<file path="src/design/pfa_pkg.sv">
`timescale 1ns / 1ps

package pfa_pkg;

  typedef enum logic [1:0] {
    FIT_FIRST = 2'd0,
    FIT_BEST  = 2'd1,
    FIT_WORST = 2'd2,
    FIT_NEXT  = 2'd3
  } fit_policy_e;

  typedef enum logic {
    ACT_LOAD  = 1'b0,
    ACT_ALLOC = 1'b1
  } action_e;

  localparam logic CFG_FIT_POLICY    = 1'b0;
  localparam logic CFG_BLOCKS_IN_USE = 1'b1;

  localparam int CFG_DATA_W   = 5;
  localparam int INDEX_PORT_W = 4;
  localparam int SIZE_PORT_W  = 16;

  localparam int BLOCKS_DEF    = 16;
  localparam int SIZE_BITS_DEF = 16;

  localparam fit_policy_e      POLICY_RST        = FIT_FIRST;
  localparam logic [CFG_DATA_W-1:0] BLOCKS_IN_USE_RST = 5'd16;

endpackage

</file>
<file path="src/design/pfa_cell.sv">
`timescale 1ns / 1ps

module pfa_cell import pfa_pkg::*; #(
  parameter int  BLOCKS    = BLOCKS_DEF,
  parameter int  SIZE_BITS = SIZE_BITS_DEF,
  parameter int  CELL_IDX  = 0,
  parameter type tok_t     = logic,
  parameter type ctl_t     = logic
) (
  input  logic clk_i,
  input  logic rst_ni,
  input  ctl_t ctl_i,
  input  tok_t tok_i,
  output tok_t tok_o
);

  localparam int IDX_W = (BLOCKS > 1) ? $clog2(BLOCKS) : 1;
  localparam int CNT_W = $clog2(BLOCKS + 1);

  logic [SIZE_BITS-1:0] free_q;
  tok_t                 tok_d, tok_q;
  logic                 in_scan, fits, upper, better;

  always_comb begin
    in_scan = CNT_W'(CELL_IDX) < ctl_i.scan_len;
    fits    = in_scan && (ctl_i.want <= free_q);
    upper   = IDX_W'(CELL_IDX) >= ctl_i.start;
    case (ctl_i.policy)
      FIT_BEST:  better = free_q < tok_i.val;
      FIT_WORST: better = free_q > tok_i.val;
      FIT_NEXT:  better = upper && !tok_i.upper;
      default:   better = 1'b0;
    endcase
    tok_d = tok_i;
    if (fits && (!tok_i.hit || better)) begin
      tok_d.hit   = 1'b1;
      tok_d.idx   = IDX_W'(CELL_IDX);
      tok_d.val   = free_q;
      tok_d.upper = upper;
    end
  end

  always_ff @(posedge clk_i or negedge rst_ni) begin
    if (!rst_ni) begin
      tok_q <= '0;
    end else begin
      tok_q <= tok_d;
    end
  end

  // table entry, written by a load or by the winning grant
  always_ff @(posedge clk_i) begin
    if (ctl_i.load_en && (ctl_i.load_idx == IDX_W'(CELL_IDX))) begin
      free_q <= ctl_i.load_val;
    end else if (ctl_i.commit_en && (ctl_i.commit_idx == IDX_W'(CELL_IDX))) begin
      free_q <= free_q - ctl_i.want;
    end
  end

  assign tok_o = tok_q;

endmodule

</file>
<file path="src/design/partition_fit_allocator_unit.sv">
// Partition fit allocator: a table of free sizes for up to BLOCKS memory blocks.
// Input channel (in_valid_i / in_stall_o): a load request writes one block's
// free size, an allocation request asks for amount_i under the fit policy.
// Output channel (out_valid_o / out_stall_i): one result per request with
// granted_o, chosen_block_o and space_left_o; a miss gives all zeros.
// Configuration: cfg_we_i writes fit_policy (index 0) or blocks_in_use
// (index 1); write only while the block is idle.
// An allocation request sends a search token down a row of BLOCKS cells, one
// cell per cycle, each cell holding one table entry. The result from the last
// cell goes to the holding stage and then to the output register; no new
// request is taken until the result has moved to the output. A load goes
// straight to the holding stage without a scan.
// The finished result waits in a holding stage while the receiver stalls; the
// table update of a grant is applied when the result moves to the output.
// Reset clears the policy to first fit, blocks_in_use to 16 and the next-fit
// pointer to 0; table entries hold nothing until loaded.
`timescale 1ns / 1ps

module partition_fit_allocator_unit import pfa_pkg::*; #(
  parameter int BLOCKS    = BLOCKS_DEF,
  parameter int SIZE_BITS = SIZE_BITS_DEF
) (
  input  logic                    clk_i,
  input  logic                    rst_ni,
  input  logic                    cfg_we_i,
  input  logic                    cfg_index_i,
  input  logic [CFG_DATA_W-1:0]   cfg_wdata_i,
  input  logic                    in_valid_i,
  output logic                    in_stall_o,
  input  logic                    action_i,
  input  logic [INDEX_PORT_W-1:0] load_index_i,
  input  logic [SIZE_PORT_W-1:0]  amount_i,
  output logic                    out_valid_o,
  input  logic                    out_stall_i,
  output logic                    granted_o,
  output logic [INDEX_PORT_W-1:0] chosen_block_o,
  output logic [SIZE_PORT_W-1:0]  space_left_o
);

  localparam int IDX_W = (BLOCKS > 1) ? $clog2(BLOCKS) : 1;
  localparam int CNT_W = $clog2(BLOCKS + 1);

  typedef struct packed {
    logic                 act;
    logic                 hit;
    logic [IDX_W-1:0]     idx;
    logic [SIZE_BITS-1:0] val;
    logic                 upper;
  } tok_t;

  typedef struct packed {
    fit_policy_e          policy;
    logic [CNT_W-1:0]     scan_len;
    logic [IDX_W-1:0]     start;
    logic [SIZE_BITS-1:0] want;
    logic                 load_en;
    logic [IDX_W-1:0]     load_idx;
    logic [SIZE_BITS-1:0] load_val;
    logic                 commit_en;
    logic [IDX_W-1:0]     commit_idx;
  } ctl_t;

  typedef enum logic [2:0] {
    ST_IDLE = 3'b001,
    ST_SCAN = 3'b010,
    ST_DONE = 3'b100
  } state_e;

  state_e                state_q, state_d;
  fit_policy_e           policy_q;
  logic [CFG_DATA_W-1:0] blocks_in_use_q;
  logic [IDX_W-1:0]      next_start_q;
  logic                  go_q;
  logic [SIZE_BITS-1:0]  want_q;
  logic                  res_alloc_q, res_hit_q;
  logic [IDX_W-1:0]      res_idx_q;
  logic [SIZE_BITS-1:0]  res_val_q;
  logic                  out_valid_q, granted_q;
  logic [INDEX_PORT_W-1:0] chosen_q;
  logic [SIZE_PORT_W-1:0]  space_q;

  logic                  accept, accept_alloc, load_ok, out_free, emit;
  logic [SIZE_BITS-1:0]  amount_w;
  logic [CNT_W-1:0]      scan_len;
  logic [IDX_W-1:0]      start_eff;
  ctl_t                  ctl;
  tok_t                  tok_chain [BLOCKS+1];
  tok_t                  last_tok;
  logic [BLOCKS-1:0]     act_vec;

  assign in_stall_o   = (state_q != ST_IDLE);
  assign accept       = in_valid_i && !in_stall_o;
  assign accept_alloc = accept && (action_e'(action_i) == ACT_ALLOC);
  assign load_ok      = 32'(load_index_i) < BLOCKS;
  assign amount_w     = SIZE_BITS'(amount_i);
  assign out_free     = !out_valid_q || !out_stall_i;
  assign emit         = (state_q == ST_DONE) && out_free;
  assign last_tok     = tok_chain[BLOCKS];

  assign scan_len  = (32'(blocks_in_use_q) < BLOCKS) ? CNT_W'(blocks_in_use_q)
                                                      : CNT_W'(BLOCKS);
  assign start_eff = (CNT_W'(next_start_q) < scan_len) ? next_start_q : '0;

  always_comb begin
    ctl.policy     = policy_q;
    ctl.scan_len   = scan_len;
    ctl.start      = start_eff;
    ctl.want       = want_q;
    ctl.load_en    = accept && (action_e'(action_i) == ACT_LOAD) && load_ok;
    ctl.load_idx   = IDX_W'(load_index_i);
    ctl.load_val   = amount_w;
    ctl.commit_en  = emit && res_alloc_q && res_hit_q;
    ctl.commit_idx = res_idx_q;
  end

  always_comb begin
    tok_chain[0]       = '0;
    tok_chain[0].act   = go_q;
  end

  for (genvar i = 0; i < BLOCKS; i++) begin : g_cell
    pfa_cell #(
      .BLOCKS    (BLOCKS),
      .SIZE_BITS (SIZE_BITS),
      .CELL_IDX  (i),
      .tok_t     (tok_t),
      .ctl_t     (ctl_t)
    ) u_cell (
      .clk_i  (clk_i),
      .rst_ni (rst_ni),
      .ctl_i  (ctl),
      .tok_i  (tok_chain[i]),
      .tok_o  (tok_chain[i+1])
    );
    assign act_vec[i] = tok_chain[i+1].act;
  end

  always_comb begin
    state_d = state_q;
    unique case (state_q)
      ST_IDLE: begin
        if (accept) begin
          state_d = accept_alloc ? ST_SCAN : ST_DONE;
        end
      end
      ST_SCAN: begin
        if (last_tok.act) begin
          state_d = ST_DONE;
        end
      end
      ST_DONE: begin
        if (out_free) begin
          state_d = ST_IDLE;
        end
      end
      default: state_d = ST_IDLE;
    endcase
  end

  always_ff @(posedge clk_i or negedge rst_ni) begin
    if (!rst_ni) begin
      state_q         <= ST_IDLE;
      policy_q        <= POLICY_RST;
      blocks_in_use_q <= BLOCKS_IN_USE_RST;
      next_start_q    <= '0;
      go_q            <= 1'b0;
      out_valid_q     <= 1'b0;
    end else begin
      state_q <= state_d;
      go_q    <= accept_alloc;
      if (cfg_we_i) begin
        unique case (cfg_index_i)
          CFG_FIT_POLICY:    policy_q <= fit_policy_e'(cfg_wdata_i[1:0]);
          CFG_BLOCKS_IN_USE: blocks_in_use_q <= cfg_wdata_i;
          default: ;
        endcase
      end
      if (ctl.commit_en) begin
        next_start_q <= res_idx_q;
      end
      if (emit) begin
        out_valid_q <= 1'b1;
      end else if (!out_stall_i) begin
        out_valid_q <= 1'b0;
      end
    end
  end

  // pending result and request payload
  always_ff @(posedge clk_i) begin
    if (accept_alloc) begin
      want_q      <= amount_w;
      res_alloc_q <= 1'b1;
    end else if (accept) begin
      res_alloc_q <= 1'b0;
      res_hit_q   <= load_ok;
      res_idx_q   <= IDX_W'(load_index_i);
      res_val_q   <= amount_w;
    end
    if ((state_q == ST_SCAN) && last_tok.act) begin
      res_hit_q <= last_tok.hit;
      res_idx_q <= last_tok.idx;
      res_val_q <= last_tok.val - want_q;
    end
    if (emit) begin
      granted_q <= res_hit_q;
      chosen_q  <= res_hit_q ? INDEX_PORT_W'(res_idx_q) : '0;
      space_q   <= res_hit_q ? SIZE_PORT_W'(res_val_q) : '0;
    end
  end

  assign out_valid_o    = out_valid_q;
  assign granted_o      = granted_q;
  assign chosen_block_o = chosen_q;
  assign space_left_o   = space_q;

  a_one_token: assert property (@(posedge clk_i) disable iff (!rst_ni)
    $onehot0(act_vec))
    else $error("more than one search token in the cell row");

  a_token_in_scan: assert property (@(posedge clk_i) disable iff (!rst_ni)
    (act_vec != '0) |-> (state_q == ST_SCAN))
    else $error("search token outside of a scan");

  a_result_from_done: assert property (@(posedge clk_i) disable iff (!rst_ni)
    $rose(out_valid_q) |-> $past(state_q == ST_DONE))
    else $error("result shown without a finished request");

  a_commit_alloc: assert property (@(posedge clk_i) disable iff (!rst_ni)
    ctl.commit_en |-> (res_alloc_q && !ctl.load_en))
    else $error("table update without an allocation");

endmodule

</file>
<file path="config.mk">
export PLATFORM = sky130hd
export DESIGN_NAME = partition_fit_allocator_unit
export DESIGN_NICKNAME = d
export VERILOG_FILES = /design/src/design/pfa_pkg.sv /design/src/design/pfa_cell.sv /design/src/design/partition_fit_allocator_unit.sv
export SDC_FILE = /design/constraint.sdc
export NUM_CORES = 2
export LEC_CHECK = 0
export BUFFER_PORTS_ARGS = -buffer_cell sky130_fd_sc_hd__buf_2
export CORE_AREA = 4 4 383 480
export DETAILED_ROUTE_END_ITERATION = 10
export DIE_AREA = 0 0 387 484
export PLACE_DENSITY_LB_ADDON = 0.1
export SLEW_MARGIN = 40
export SYNTH_ARGS = -nofsm -noshare
export SYNTH_HDL_FRONTEND = slang
export SYNTH_SLANG_ARGS = --single-unit
</file>
<file path="constraint.sdc">
create_clock -name clk_i -period 5 [get_ports clk_i]
set_input_delay 1 -clock clk_i [delete_from_list [all_inputs] [get_ports clk_i]]
set_output_delay 1 -clock clk_i [all_outputs]
set_load 0.1 [all_outputs]
</file>
==> results by group <==
Status
  • Status: finished clean

Global routing
  • Vias in the first global route: roughly 35000
  • Initial antenna violation count: 11
  • Pin count of the biggest net entering global routing: ~100
  • Gr ovfl total: 0
  • Global-route wire length before repair: about 250000 um
  • Tot GR Track Use: between 10% and 20%

CTS
  • Clock slew at reported path FFs: ~60 ps
  • H-tree depth: 3
  • CTS sink cnt: 683
  • Number of gates resized after cts: 0
  • Clock Tree Root: clkbuf_16
  • TritonCTS clock tree: built
  • Max Buffers Root-to-Sink: 3
  • Setup bufs post-CTS: 0
  • Quantity of hold-fixing buffers added after cts: 0
  • Total CTS buffers: between 80 and 90
  • Skew-Pair Late Insertion Delay: slightly above 700 ps

Logic synthesis
  • Dominant register cell in the synthesized netlist: dfrtp_1
  • Most frequent cell after synthesis: ha_1
  • Flops & latches, synth: 683
  • Syn Area/Cell: about 10 um^2
  • Synth top cells by count: ha_1, a21oi_1, dfrtp_1
  • Post-synth net total: ~5000
  • Cell variety after synth: 93
  • Sequential share of the synthesized area: between 40% and 50%
  • Yosys warns: 0
  • Post-synth ARST share: a little over half
  • Synth area leaders: edfxtp_1, dfrtp_1, ha_1, mux2_2, a21oi_1
  • Share of the synthesized area in the top cell type: 21.16%
  • Area of the mapped netlist: approximately 45000 um^2
  • Post-synth EDFFs: 314
  • Synth Instances: 4429
  • Synth area leader: edfxtp_1

Detailed routing
  • Total wire length after detailed routing: 175600 um
  • Drt initial violations: 1939
  • WL/cell: ~25 um
  • Vias per cell: about 4.8
  • DRC viols: 0
  • DR vias: between 30000 and 40000
  • DRT antenna net count: 0
  • First-pass DRT Iterations: 7

Floorplanning
  • Die Span Y: just under 500 um
  • Die area: approximately 190000 um^2
  • Initial Util: between 20 and 25%
  • Die width: a little under 400 um
  • I/O pins: 55
  • Core area: between 150000 and 200000 um^2
  • Cell row count: 174

Final layout
  • Nets: a little over 5000
  • Synthesis-to-finish area growth: 15.76%
  • Finished Layout Cells: roughly 7000
  • Layout cell share with drive strength beyond 1: between 10% and 20%

STA
  • Fin Setup TNS: 0 ps
  • Max-slew violations: 0
  • RSZ-0062 raised after global routing: no
  • Fin. Hold Viols: 0
  • Period utilisation layout: between 80% and 90%
  • Worst rel slew slack: between 40% and 50%
  • Setup violators final: 0
  • Achievable Freq: around 240 MHz
  • Worst-margin pin slew: ~850 ps
  • Clock skew: around 37 ps
  • Final worst path period need: about 4200 ps

Power
  • Lkg Pwr: approximately 0.022 uW
  • Total power: 21640 uW
  • Peak VDD IR: approximately 0.25 mV
  • Power Density: around 420 nW/um^2

Setup path
  • R2r setup slk: just under 800 ps
  • Reg2reg end: g_cell[10].u_cell.tok_o[7]
  • Crit Path Category: flip-flop to flip-flop
  • CP arrival: 4790 ps
  • Crit path required time: ~5600 ps
  • Critical path fanouts, max: 16
  • Worst Setup Start Kind: flip-flop
  • Reg2Reg Depth: 13
  • R2r startpoint: want_q[0]
  • Crit end category: flip-flop

Placed design
  • Placed Instances: roughly 6900
  • DP HPWL: around 130000 um
  • Port bufs: 54
  • GP Congestion: just over 0.8

Min path
  • Hold Path Class: primary input to asynchronous set/reset pin

Flow run
  • Max cap viols: 0
-- registers in the layout (all words and copies together) (netlist names) --
signal                count
g_cell.u_cell.free_q    256
policy_q                  2
g_cell.u_cell.tok_o     352
res_idx_q                 4
granted_o                 1
blocks_in_use_q           5
out_valid_o               1
next_start_q              4
res_val_q                16
state_q                   3
space_left_o             16
go_q                      1
want_q                   16
res_hit_q                 1
chosen_block_o            4
res_alloc_q               1
-- metrics by stage --
| step | instance area, um^2 | utilization (%) | setup slack (ps) | hold slack, ps |
|---|---|---|---|---|
| after floorplan | 44560 | - | 569.4 | 331.2 |
| after global placement | 48400 | 27.01 | 611.9 | 333.1 |
| after detailed placement | 48520 | 27.08 | 718.7 | 334.7 |
| after CTS | 51540 | 28.77 | 703.5 | 294.5 |
| after global routing | 51570 | 28.78 | 495.2 | 134.0 |
| final | 51580 | 28.79 | 788.7 | 151.7 |
-- where the power goes --
part	switching, uW	total (uW)	internal (uW)
Combinational	3810	6660	2850
Clock	2830	6750	3920
Sequential	1060	8230	7180
-- area by class of cell --
cell class                 instances  area [um^2]
fill                           18760       127600
multi-input combinational       3281        24260
sequential                       683        18660
tap                             2376         2973
clock buffer                     136         2715
timing repair buffer             177         1363
inverter                         344         1296
clock inverter                    32        300.3
antenna                            6        15.01
-- critical path, cell delays in order (launching register included) --
cell,delay [ps]
edfxtp_1,640
buf_8,260
buf_4,170
ha_1,230
fa_1,400
nand2b_1,170
a21oi_1,390
nor2b_1,190
nor3_1,100
o211ai_1,290
o21ai_0,270
nor2_2,370
buf_12,200
mux2_2,350
-- worst max path at each step --
stage / from / endpoint / slack, ps / cells after the start
global placement: want_q[0] / g_cell[5].u_cell.tok_o[8] / 610 / 11
finish: want_q[0] / g_cell[10].u_cell.tok_o[7] / 790 / 13
detailed placement: want_q[0] / g_cell[10].u_cell.tok_o[7] / 720 / 13
CTS: want_q[0] / g_cell[10].u_cell.tok_o[13] / 700 / 13
floorplan: out_stall_i / g_cell[7].u_cell.free_q[0] / 570 / 5
global route: want_q[0] / g_cell[10].u_cell.tok_o[10] / 500 / 13
-- layer usage --
metal  track usage, %  vias up  share of wire (%)
met5                0        -                  0
met4            6.375        0                3.7
met3            1.901      219                3.1
met2            32.59      633                 50
met1            23.22    16540                 44
li1                 -    16300                  -
-- cells in the final DEF (no fill, tap or decap), types with 11 or more instances in the layout --
cell type and instances:
ha_1 514, a21oi_1 384, dfrtp_1 366, nand2_1 340, inv_1 329, edfxtp_1 314
o21ai_0 291, nor2_1 276, mux2_2 230, buf_4 114, xor2_1 104, clkbuf_16 98
xnor2_1 97, nand2b_1 87, nand4_1 77, a21o_1 74, nor2b_1 69, nand3_1 62
and2_1 55, nor3_1 54, o21a_1 53, buf_2 50, or2_2 44, a211oi_1 42
o31ai_1 32, o211ai_1 31, o21bai_1 30, clkbuf_1 26, and3_1 24, or3_1 21
a31oi_1 18, mux2i_1 17, o31a_1 17, fa_1 17, clkinv_2 14, clkbuf_8 12
inv_2 11, nor4_1 11, o21ai_1 11
-- logic make-up after synthesis --
group	share of synthesized area [%]
and+or+nand+nor	12.71
AOI/OAI and AO/OA	15.61
DFF	41.88
adders and majority gates	15.20
buffers and inverters	4.100
muxes	6.556
xor gates and xnor gates	3.951
Power figures use the tool's default switching activity.
